**config.mk**
```make
export PLATFORM = sky130hd
export DESIGN_NAME = ceq_ctrl
export DESIGN_NICKNAME = d
export VERILOG_FILES = /design/src/design/ceq_pkg.sv /design/src/design/ceq_ctrl.sv
export SDC_FILE = /design/constraint.sdc
export NUM_CORES = 1
export LEC_CHECK = 0
export BUFFER_PORTS_ARGS = -buffer_cell sky130_fd_sc_hd__buf_2
export CORE_ASPECT_RATIO = 0.6
export CORE_MARGIN = 2
export CORE_UTILIZATION = 40
export CTS_BUF_LIST = sky130_fd_sc_hd__clkbuf_4 sky130_fd_sc_hd__clkbuf_8
export DETAILED_ROUTE_END_ITERATION = 6
export GPL_TIMING_DRIVEN = 1
export HOLD_SLACK_MARGIN = 0.15
export SLEW_MARGIN = 20
export SYNTH_ARGS = -nofsm -noshare
export SYNTH_HDL_FRONTEND = slang
export SYNTH_SLANG_ARGS = --single-unit
export TNS_END_PERCENT = 30
```
**constraint.sdc**
```tcl
create_clock -name clk -period 6.1 [get_ports clk]
set_input_delay 0.305 -clock clk [delete_from_list [all_inputs] [get_ports clk]]
set_output_delay 0.305 -clock clk [all_outputs]
set_load 0.02 [all_outputs]
```
**src/design/ceq_pkg.sv**
```systemverilog
// Shared constants, types and arithmetic helpers for the biquad equalizer.
`timescale 1ns / 1ps

package ceq_pkg;

  localparam int NUM_BANDS    = 16;
  localparam int SAMPLE_WIDTH = 24;
  localparam int COEF_WIDTH   = 32;
  localparam int DELAY_WIDTH  = 40;
  localparam int MASK_WIDTH   = 16;
  localparam int NUM_COEFS    = 5;
  localparam int COEF_FRAC    = COEF_WIDTH - 5;

  localparam int BAND_W   = (NUM_BANDS > 1) ? $clog2(NUM_BANDS) : 1;
  localparam int BCNT_W   = $clog2(NUM_BANDS + 1);
  localparam int ADDR_W   = $clog2(NUM_BANDS * NUM_COEFS);
  localparam int PROD_W   = COEF_WIDTH + SAMPLE_WIDTH;
  localparam int RND_W    = PROD_W - COEF_FRAC;
  localparam int ACC_W    = DELAY_WIDTH + 2;

  typedef logic [1:0] req_t;
  localparam req_t REQ_SAMPLE = 2'd0;
  localparam req_t REQ_COEF   = 2'd1;
  localparam req_t REQ_CLEAR  = 2'd2;

  typedef logic [2:0] coef_idx_t;
  localparam coef_idx_t COEF_B0 = 3'd0;
  localparam coef_idx_t COEF_B1 = 3'd1;
  localparam coef_idx_t COEF_B2 = 3'd2;
  localparam coef_idx_t COEF_A1 = 3'd3;
  localparam coef_idx_t COEF_A2 = 3'd4;

  localparam logic signed [COEF_WIDTH-1:0] COEF_ONE = {5'd1, {COEF_FRAC{1'b0}}};
  localparam logic signed [PROD_W-1:0] ROUND_HALF = PROD_W'(2 ** (COEF_FRAC - 1));

  typedef struct packed {
    logic              vld;
    logic [BAND_W-1:0] band;
    coef_idx_t         cidx;
  } ceq_op_t;

  typedef struct packed {
    logic    load_sample;
    logic    coef_wr;
    logic    clear;
    logic    out_load;
    ceq_op_t op;
  } ceq_cmd_t;

  typedef struct packed {
    logic busy;
  } ceq_sts_t;

  function automatic logic [ADDR_W-1:0] coef_addr(input logic [BAND_W-1:0] band,
                                                  input coef_idx_t idx);
    return ADDR_W'(int'(band) * NUM_COEFS + int'(idx));
  endfunction

  function automatic logic signed [SAMPLE_WIDTH-1:0] sat_sample(
      input logic signed [ACC_W-1:0] v);
    if (&v[ACC_W-1:SAMPLE_WIDTH-1] || ~|v[ACC_W-1:SAMPLE_WIDTH-1]) begin
      return v[SAMPLE_WIDTH-1:0];
    end else if (v[ACC_W-1]) begin
      return {1'b1, {(SAMPLE_WIDTH-1){1'b0}}};
    end else begin
      return {1'b0, {(SAMPLE_WIDTH-1){1'b1}}};
    end
  endfunction

  function automatic logic signed [DELAY_WIDTH-1:0] sat_delay(
      input logic signed [ACC_W-1:0] v);
    if (&v[ACC_W-1:DELAY_WIDTH-1] || ~|v[ACC_W-1:DELAY_WIDTH-1]) begin
      return v[DELAY_WIDTH-1:0];
    end else if (v[ACC_W-1]) begin
      return {1'b1, {(DELAY_WIDTH-1){1'b0}}};
    end else begin
      return {1'b0, {(DELAY_WIDTH-1){1'b1}}};
    end
  endfunction

endpackage

```
**src/design/ceq_ctrl.sv**
```systemverilog
// Controller that sequences the five products of every active band and the result handshake.
`timescale 1ns / 1ps

module ceq_ctrl (
  input  logic                        clk,
  input  logic                        rst_n,
  input  logic                        in_valid,
  output logic                        in_stall,
  input  ceq_pkg::req_t               in_req_type,
  output logic                        out_valid,
  input  logic                        out_stall,
  input  logic                        cfg_wr_en,
  input  logic [ceq_pkg::MASK_WIDTH-1:0] cfg_wr_data,
  input  ceq_pkg::ceq_sts_t           sts,
  output ceq_pkg::ceq_cmd_t           cmd
);
  import ceq_pkg::*;

  typedef enum logic [1:0] {ST_IDLE, ST_RUN, ST_DRAIN, ST_DONE} state_t;

  state_t                state_r, state_nxt;
  logic [BCNT_W-1:0]     band_r, band_nxt;
  logic [2:0]            step_r, step_nxt;
  logic [MASK_WIDTH-1:0] mask_r, mask_nxt;
  ceq_op_t               iss_r, iss_nxt;
  logic                  out_vld_r, out_vld_nxt;

  logic                  accept;
  logic                  out_load;
  logic [NUM_BANDS-1:0]  band_en;
  logic [BAND_W-1:0]     band_idx;

  function automatic coef_idx_t step_coef(input logic [2:0] step);
    case (step)
      3'd0:    return COEF_B0;
      3'd1:    return COEF_B1;
      3'd2:    return COEF_A1;
      3'd3:    return COEF_B2;
      default: return COEF_A2;
    endcase
  endfunction

  assign in_stall = (state_r != ST_IDLE);
  assign accept   = in_valid && (state_r == ST_IDLE);
  assign band_en  = NUM_BANDS'(mask_r);
  assign band_idx = band_r[BAND_W-1:0];

  always_comb begin
    state_nxt = state_r;
    band_nxt  = band_r;
    step_nxt  = step_r;
    mask_nxt  = cfg_wr_en ? cfg_wr_data : mask_r;
    iss_nxt   = '0;
    out_load  = 1'b0;
    case (state_r)
      ST_IDLE: begin
        if (accept && (in_req_type == REQ_SAMPLE)) begin
          state_nxt = ST_RUN;
          band_nxt  = '0;
          step_nxt  = '0;
        end
      end
      ST_RUN: begin
        if (band_r == BCNT_W'(NUM_BANDS)) begin
          state_nxt = ST_DRAIN;
        end else if (!band_en[band_idx]) begin
          band_nxt = band_r + 1'b1;
        end else begin
          iss_nxt.vld  = 1'b1;
          iss_nxt.band = band_idx;
          iss_nxt.cidx = step_coef(step_r);
          if (step_r == 3'(NUM_COEFS - 1)) begin
            step_nxt = '0;
            band_nxt = band_r + 1'b1;
          end else begin
            step_nxt = step_r + 1'b1;
          end
        end
      end
      ST_DRAIN: begin
        if (!iss_r.vld && !sts.busy) begin
          state_nxt = ST_DONE;
        end
      end
      ST_DONE: begin
        if (!out_vld_r || !out_stall) begin
          out_load  = 1'b1;
          state_nxt = ST_IDLE;
        end
      end
      default: state_nxt = ST_IDLE;
    endcase
    if (out_load) begin
      out_vld_nxt = 1'b1;
    end else if (!out_stall) begin
      out_vld_nxt = 1'b0;
    end else begin
      out_vld_nxt = out_vld_r;
    end
  end

  always_ff @(posedge clk) begin
    if (!rst_n) begin
      state_r   <= ST_IDLE;
      band_r    <= '0;
      step_r    <= '0;
      mask_r    <= '0;
      iss_r     <= '0;
      out_vld_r <= 1'b0;
    end else begin
      state_r   <= state_nxt;
      band_r    <= band_nxt;
      step_r    <= step_nxt;
      mask_r    <= mask_nxt;
      iss_r     <= iss_nxt;
      out_vld_r <= out_vld_nxt;
    end
  end

  assign out_valid        = out_vld_r;
  assign cmd.load_sample  = accept && (in_req_type == REQ_SAMPLE);
  assign cmd.coef_wr      = accept && (in_req_type == REQ_COEF);
  assign cmd.clear        = accept && (in_req_type == REQ_CLEAR);
  assign cmd.out_load     = out_load;
  assign cmd.op           = iss_r;

  a_issue_in_run: assert property (@(posedge clk) disable iff (!rst_n)
    iss_r.vld |-> $past(state_r) == ST_RUN)
    else $error("product issued outside the run phase");

  a_done_drained: assert property (@(posedge clk) disable iff (!rst_n)
    (state_r == ST_DONE) |-> (!iss_r.vld && !sts.busy))
    else $error("result taken before the datapath had drained");

  a_no_overwrite: assert property (@(posedge clk) disable iff (!rst_n)
    out_load |-> (!out_vld_r || !out_stall))
    else $error("pending result overwritten");

endmodule

```
==> results of run 1 <==
-- worst max-delay path, stage by stage, from the launching register on --
cell,delay (ps)
dfxtp_1,630
inv_1,150
ha_1,230
and4bb_2,250
a2111oi_0,580
nor2_1,270
a21oi_2,290
mux2i_1,200
-- registers in the layout (all words and copies together) (netlist names) --
name and flops:
state_r 2, cmd 8, band_en 16, band_r 5, step_r 3, out_valid 1
-- routing by layer --
layer	vias to the layer above	part of all wire
met5	-	0
met4	0	0.0077
met3	5	0.073
met2	47	0.36
met1	629	0.56
li1	724	-
-- through the flow --
stage	std cells	utilization	power, mW	instance area, um^2	setup slack [ps]
2_1_floorplan	186	-	0.3455	1760	4056
3_3_place_gp	272	0.4685	0.3754	1952	3672
3_5_place_dp	272	0.4685	0.3765	1952	3431
4_1_cts	280	0.4934	0.5639	2056	3417
5_1_grt	280	0.4934	0.5901	2056	3109
6_report	280	0.4934	0.5613	2056	3421
-- cell type report --
type,instances,area (um^2)
clock buffer,8,103.9
fill,400,2111
inverter,12,45.04
multi-input combinational,128,945.9
sequential,35,700.7
tap,60,75.07
timing repair buffer,37,185.2
-- where the power goes --
group	internal (mW)	switching (mW)	total, mW
Clock	0.107	0.0812	0.189
Combinational	0.0456	0.0764	0.122
Sequential	0.240	0.0104	0.251
-- cells by family after synthesis --
group | synth area share
multiplexers | 0.1585
AO/OA/AOI/OAI | 0.1038
flip-flops | 0.3980
adder cells (fa/ha/maj) | 0.08529
buffers and inverters | 0.06467
AND/OR/NAND/NOR | 0.1898
-- placed cells by master (no fill, tap or decap), types with 3 or more instances in the layout --
master    instances
a21oi_1           3
a221oi_1          3
buf_2            37
clkbuf_8          7
dfxtp_1          35
ha_1             12
inv_1            12
mux2i_1          23
nand2_1           8
nand3_1          10
nor2_1           27
nor3_1            7
-- worst min-delay path by stage --
| stage | endpoint | slack [ps] | startpoint | cells past startpoint |
|---|---|---|---|---|
| 2_1_floorplan | out_valid | 450 | out_stall | 2 |
| 5_1_grt | band_en[11] | 260 | cfg_wr_data[11] | 3 |
| 3_3_place_gp | band_en[2] | 470 | band_en[2] | 2 |
| 4_1_cts | band_en[11] | 250 | cfg_wr_data[11] | 3 |
| 3_5_place_dp | band_en[10] | 480 | band_en[10] | 2 |
| 6_report | band_en[0] | 250 | cfg_wr_data[0] | 3 |
==> flow_summary_export.csv, run 1 <==
group,metric,value,unit
clocking,root_buffer,"clkbuf_8",
route,ant_nets,0,
power,p_per_area,273.0,nW/um^2
die,start_util,0.4225,
finish,drive_above_1_share,0.2318,
clocking,cts_setup_buffers,0,
synth,async_flop_share,0,
critical_path,cp.required,6320,ps
die,dieArea,4965,um^2
clocking,ctsHoldBuffers,0,
die,dieHeight,55.39,um
timing,finalMaxSlewViolations,0,
global_routing,met3_usage,0.04783,
critical_path,cp.arrival,2900,ps
critical_path,rr_worst_depth,7,
die,fp-row-count,18,
timing,setup_tns,0,ps
die,coreArea,4167,um^2
synth,synth_ff_type,"dfxtp_1",
worst_hold_path,hold_path_class,"in -> reg",
synth,synth.most_common_cell,"dfxtp_1",
clocking,cts_tree,"yes",
critical_path,reg2reg_to,"band_r[1]",
synth,synth.avg_cell_area,9.465,um^2
global_routing,grt_first_pass_wirelength,6092,um
finish,area_growth,16.77,%
synth,synth_top_cell_by_area,"dfxtp_1",
global_routing,grt-busiest-layer,"met1",
finish,antenna_cells,0,
timing,fin_crit,2679,ps
route,via_per_inst,5.018,
clocking,cts_resized,0,
route,drt_iter0_drc,95,
global_routing,use_met2,0.1859,
global_routing,grtUsageMet1,0.2670,
critical_path,worstSetupStartpoint,"band_r[0]",
route,vias,1405,
route,wirelength,3637,um
clocking,cts_buffer_depth,2,
synth,ys_warn_count,0,
timing,hold_viol,0,
global_routing,grt_use_total,0.1602,
clocking,h-tree-depth,2,
clocking,cts.sinks,35,
synth,ys_top_cells_by_area,"dfxtp_1 (40%), mux2i_1 (13%), ha_1 (8.5%)",
timing,worst_pin_slew,765.8,ps
power,vdd_ir_drop_max,0.1639,mV
timing,setup_violations,0,
synth,seq_area_frac_synth,0.3980,
critical_path,crit_type,"reg -> reg",
synth,ys_ff_latch,35,
timing,clock-skew-final,3.440,ps
placement,hpwl,2647,um
route,drc_errors,0,
critical_path,worst-path-max-fanout,10,
global_routing,grt_pass1_vias,1255,
route,drtPass1Iterations,4,
timing,holdWs,254.6,ps
critical_path,cp-start-kind,"flip-flop",
die,die-width,89.65,um
global_routing,grt_max_degree,25,
die,ios,38,
critical_path,rrSetupSlack,3420,ps
finish,nets,255,
synth,synth_edf_count,0,
synth,postSynthCellCount,186,
run_status,status,"complete, no violations",
critical_path,r2r-start,"band_r[0]",
placement,port_buffers,37,
timing,rsz0062_at_grt,"false",
clocking,clk_latency,280,ps
critical_path,end_kind,"flip-flop",
synth,synth_top_area_frac,0.3980,
timing,max-slew-margin-rel,0.4889,
timing,fmax,0.3733,GHz
power,leakage,0.9039,nW
global_routing,antenna_found_initial,0,
flow_run,cap_violations,0,
placement,globalplace.congestion,0.7874,
synth,synth_common_cells,"dfxtp_1 (35), nor2_1 (27), mux2i_1 (23)",
global_routing,overflow,0,
timing,fin_crit_sh,0.4392,
synth,syn_area,1760,um^2
synth,yosysUniqueCellTypes,41,
clocking,clk_pin_slew,70,ps
synth,syn_nets,222,
critical_path,crit_end,"band_r[1]",
clocking,cts_made_buffers,5,
route,wl_per_cell,12.99,um
Power figures use the tool's default switching activity.
==> run 2: changes to the inputs <==
==> constraint.sdc (replaced) <==
create_clock -name clk -period 2.8 [get_ports clk]
set_input_delay 0.14 -clock clk [delete_from_list [all_inputs] [get_ports clk]]
set_output_delay 0.14 -clock clk [all_outputs]
set_load 0.02 [all_outputs]
==> run 2 against run 1 <==
  * Clock power grew to 2.5 times the previous value
  * Register-to-register slack lost 3000 ps
  * First-iteration DRC count grew 8.4%
  * Highest routed layer unchanged
  * Non-clock buffer count grew 18
  * Die area is the same
  * Critical path depth is the same
  * Fmax grew 13%
  * Cell count grew 6.4%
  * Sequential cell count is the same
  * Sequential share of layout area shrank 2.9 points
  * Largest power group unchanged
  * Design area grew 9.3%
==> flow_summary_export.csv, run 2 (synthesis gave the netlist of run 1 again) <==
group,metric,value,unit
critical_path,worst-path-max-fanout,7,
die,fp-row-count,18,
route,wirelength,4006,um
power,p_seq_frac,0.413,
run_status,status,"complete, no violations",
flow_run,cap_violations,0,
global_routing,grt_first_pass_wirelength,6865,um
finish,area_growth,27.65,%
power,sw_frac_of_total,0.2905,
clocking,h-tree-depth,2,
clocking,root_buffer,"clkbuf_8",
finish,antenna_cells,0,
placement,dp.cells,273,
power,power_switching,379.9,uW
finish,nFillCells,375,
finish,final_cells,298,
route,drc_errors,0,
route,drt_iter0_drc,103,
timing,worst_pin_slew,787.1,ps
worst_hold_path,hold_path_class,"in -> reg",
power,comb_power_share,0.225,
global_routing,grt_max_degree,25,
placement,port_buffers,37,
global_routing,antenna_found_initial,0,
power,leakage,0.9866,nW
power,p_total,1.308,mW
clocking,cts_setup_buffers,0,
route,drtPass1Iterations,4,
clocking,cts.sinks,35,
timing,rsz0062_at_grt,"false",
finish,nets,273,
clocking,cts_tree,"yes",
timing,setup_tns,0,ps
critical_path,cp.arrival,2590,ps
power,p_per_area,582.0,nW/um^2
route,wl_met1,2146,um
timing,max-slew-margin-rel,0.4747,
timing,finalMaxSlewViolations,0,
timing,fin_crit_sh,0.8464,
route,via_per_inst,4.933,
power,vdd_ir_drop_max,0.3611,mV
route,wl_per_cell,13.44,um
timing,hold_viol,0,
critical_path,cp.required,3020,ps
timing,clock-skew-final,3.501,ps
route,wl_met3,256,um
timing,setup_violations,0,
die,coreArea,4167,um^2
critical_path,crit_type,"reg -> reg",
power,clock_power_share,0.362,
clocking,clk_latency,280,ps
route,top_layer_used,"met4",
timing,fmax,0.4219,GHz
global_routing,grt_pass1_vias,1436,
die,dieArea,4965,um^2
clocking,cts_made_buffers,5,
timing,fin_crit,2370,ps
critical_path,end_kind,"flip-flop",
finish,final_cell_mix,"buf_2 (37), dfxtp_1 (35), nor2_1 (27), mux2i_1 (23), dlygate4sd3_1 (17)",
global_routing,grt_use_total,0.1760,
die,die-width,89.65,um
route,wl_met2,1579,um
power,intPower,928.0,uW
placement,dpl_worst_slack,464.1,ps
die,ios,38,
route,vias,1470,
finish,largest_register_ffs,16,
global_routing,overflow,0,
finish,final_common_cell,"buf_2",
die,start_util,0.4225,
finish,drive_above_1_share,0.2185,
die,dieHeight,55.39,um
clocking,cts_buffer_depth,2,
critical_path,cp-start-kind,"flip-flop",
clocking,clk_pin_slew,70,ps
placement,hpwl,2729,um
placement,globalplace.congestion,0.7592,
timing,fin_ws,430.0,ps
route,ant_nets,0,
run 2: changes by cell type in the layout (fill, tap and decap cells not counted):
cell / change
clkbuf_8: -1
buf_4: +1
clkinv_2: +1
clkbuf_4: -1
bufinv_16: +1
dlygate4sd3_1: +17
run 2: worst paths after layout:
check        slack [ps]  cells after the start         end       start
max                 430                      7   band_r[0]   band_r[1]
min reg2reg         490                      2  band_en[3]  band_en[3]
max reg2reg         430                      7   band_r[0]   band_r[1]
min                 260                      3   band_r[1]       rst_n
run 2: power by group through the flow:
| stage | logic, mW | registers (mW) | clock network, mW |
|---|---|---|---|
| finish | 0.294 | 0.540 | 0.474 |
| global route | 0.331 | 0.544 | 0.501 |
| detailed placement | 0.272 | 0.551 | 0 |
| global placement | 0.268 | 0.553 | 0 |
| floorplan | 0.204 | 0.549 | 0 |
| CTS | 0.292 | 0.540 | 0.478 |
run 2: layout make-up:
cell class	instances	area [um^2]	share of cell area
flip-flops and latches	35	700.7	0.3118
inverters	12	45.04	0.02004
repair buffers	55	362.8	0.1615
clock buffers	6	82.58	0.03675
clock inverters	2	35.03	0.01559
multi-input cells	128	945.9	0.4209
well taps	60	75.07	0.03341
run 2: worst max-delay path, cell delays in order (launching register included):
cell and delay [ps]:
dfxtp_1 470, inv_1 100, ha_1 190, and4bb_2 250, a2111oi_0 550, nor2_1 250
a21oi_2 280, mux2i_1 210
run 2: metrics by stage:
stage          hold WS [ps]  utilization  instance area [um^2]
2_1_floorplan         283.6            -                  1760
3_3_place_gp          372.6       0.4703                  1959
3_5_place_dp          381.5       0.4703                  1959
4_1_cts               247.9       0.5393                  2247
5_1_grt               259.4       0.5393                  2247
6_report              257.5       0.5393                  2247
run 2: what timing repair did:
item,CTS,global route
setup endpoints to repair,0,0
gates resized for setup,0,0
hold buffers,17,0
hold endpoints to repair,17,0
run 2: routing by layer:
layer / up-vias / track usage
met5: - / 0
met4: 0 / 0.03838
met3: 5 / 0.05232
met2: 46 / 0.2300
met1: 658 / 0.2786
li1: 761 / -
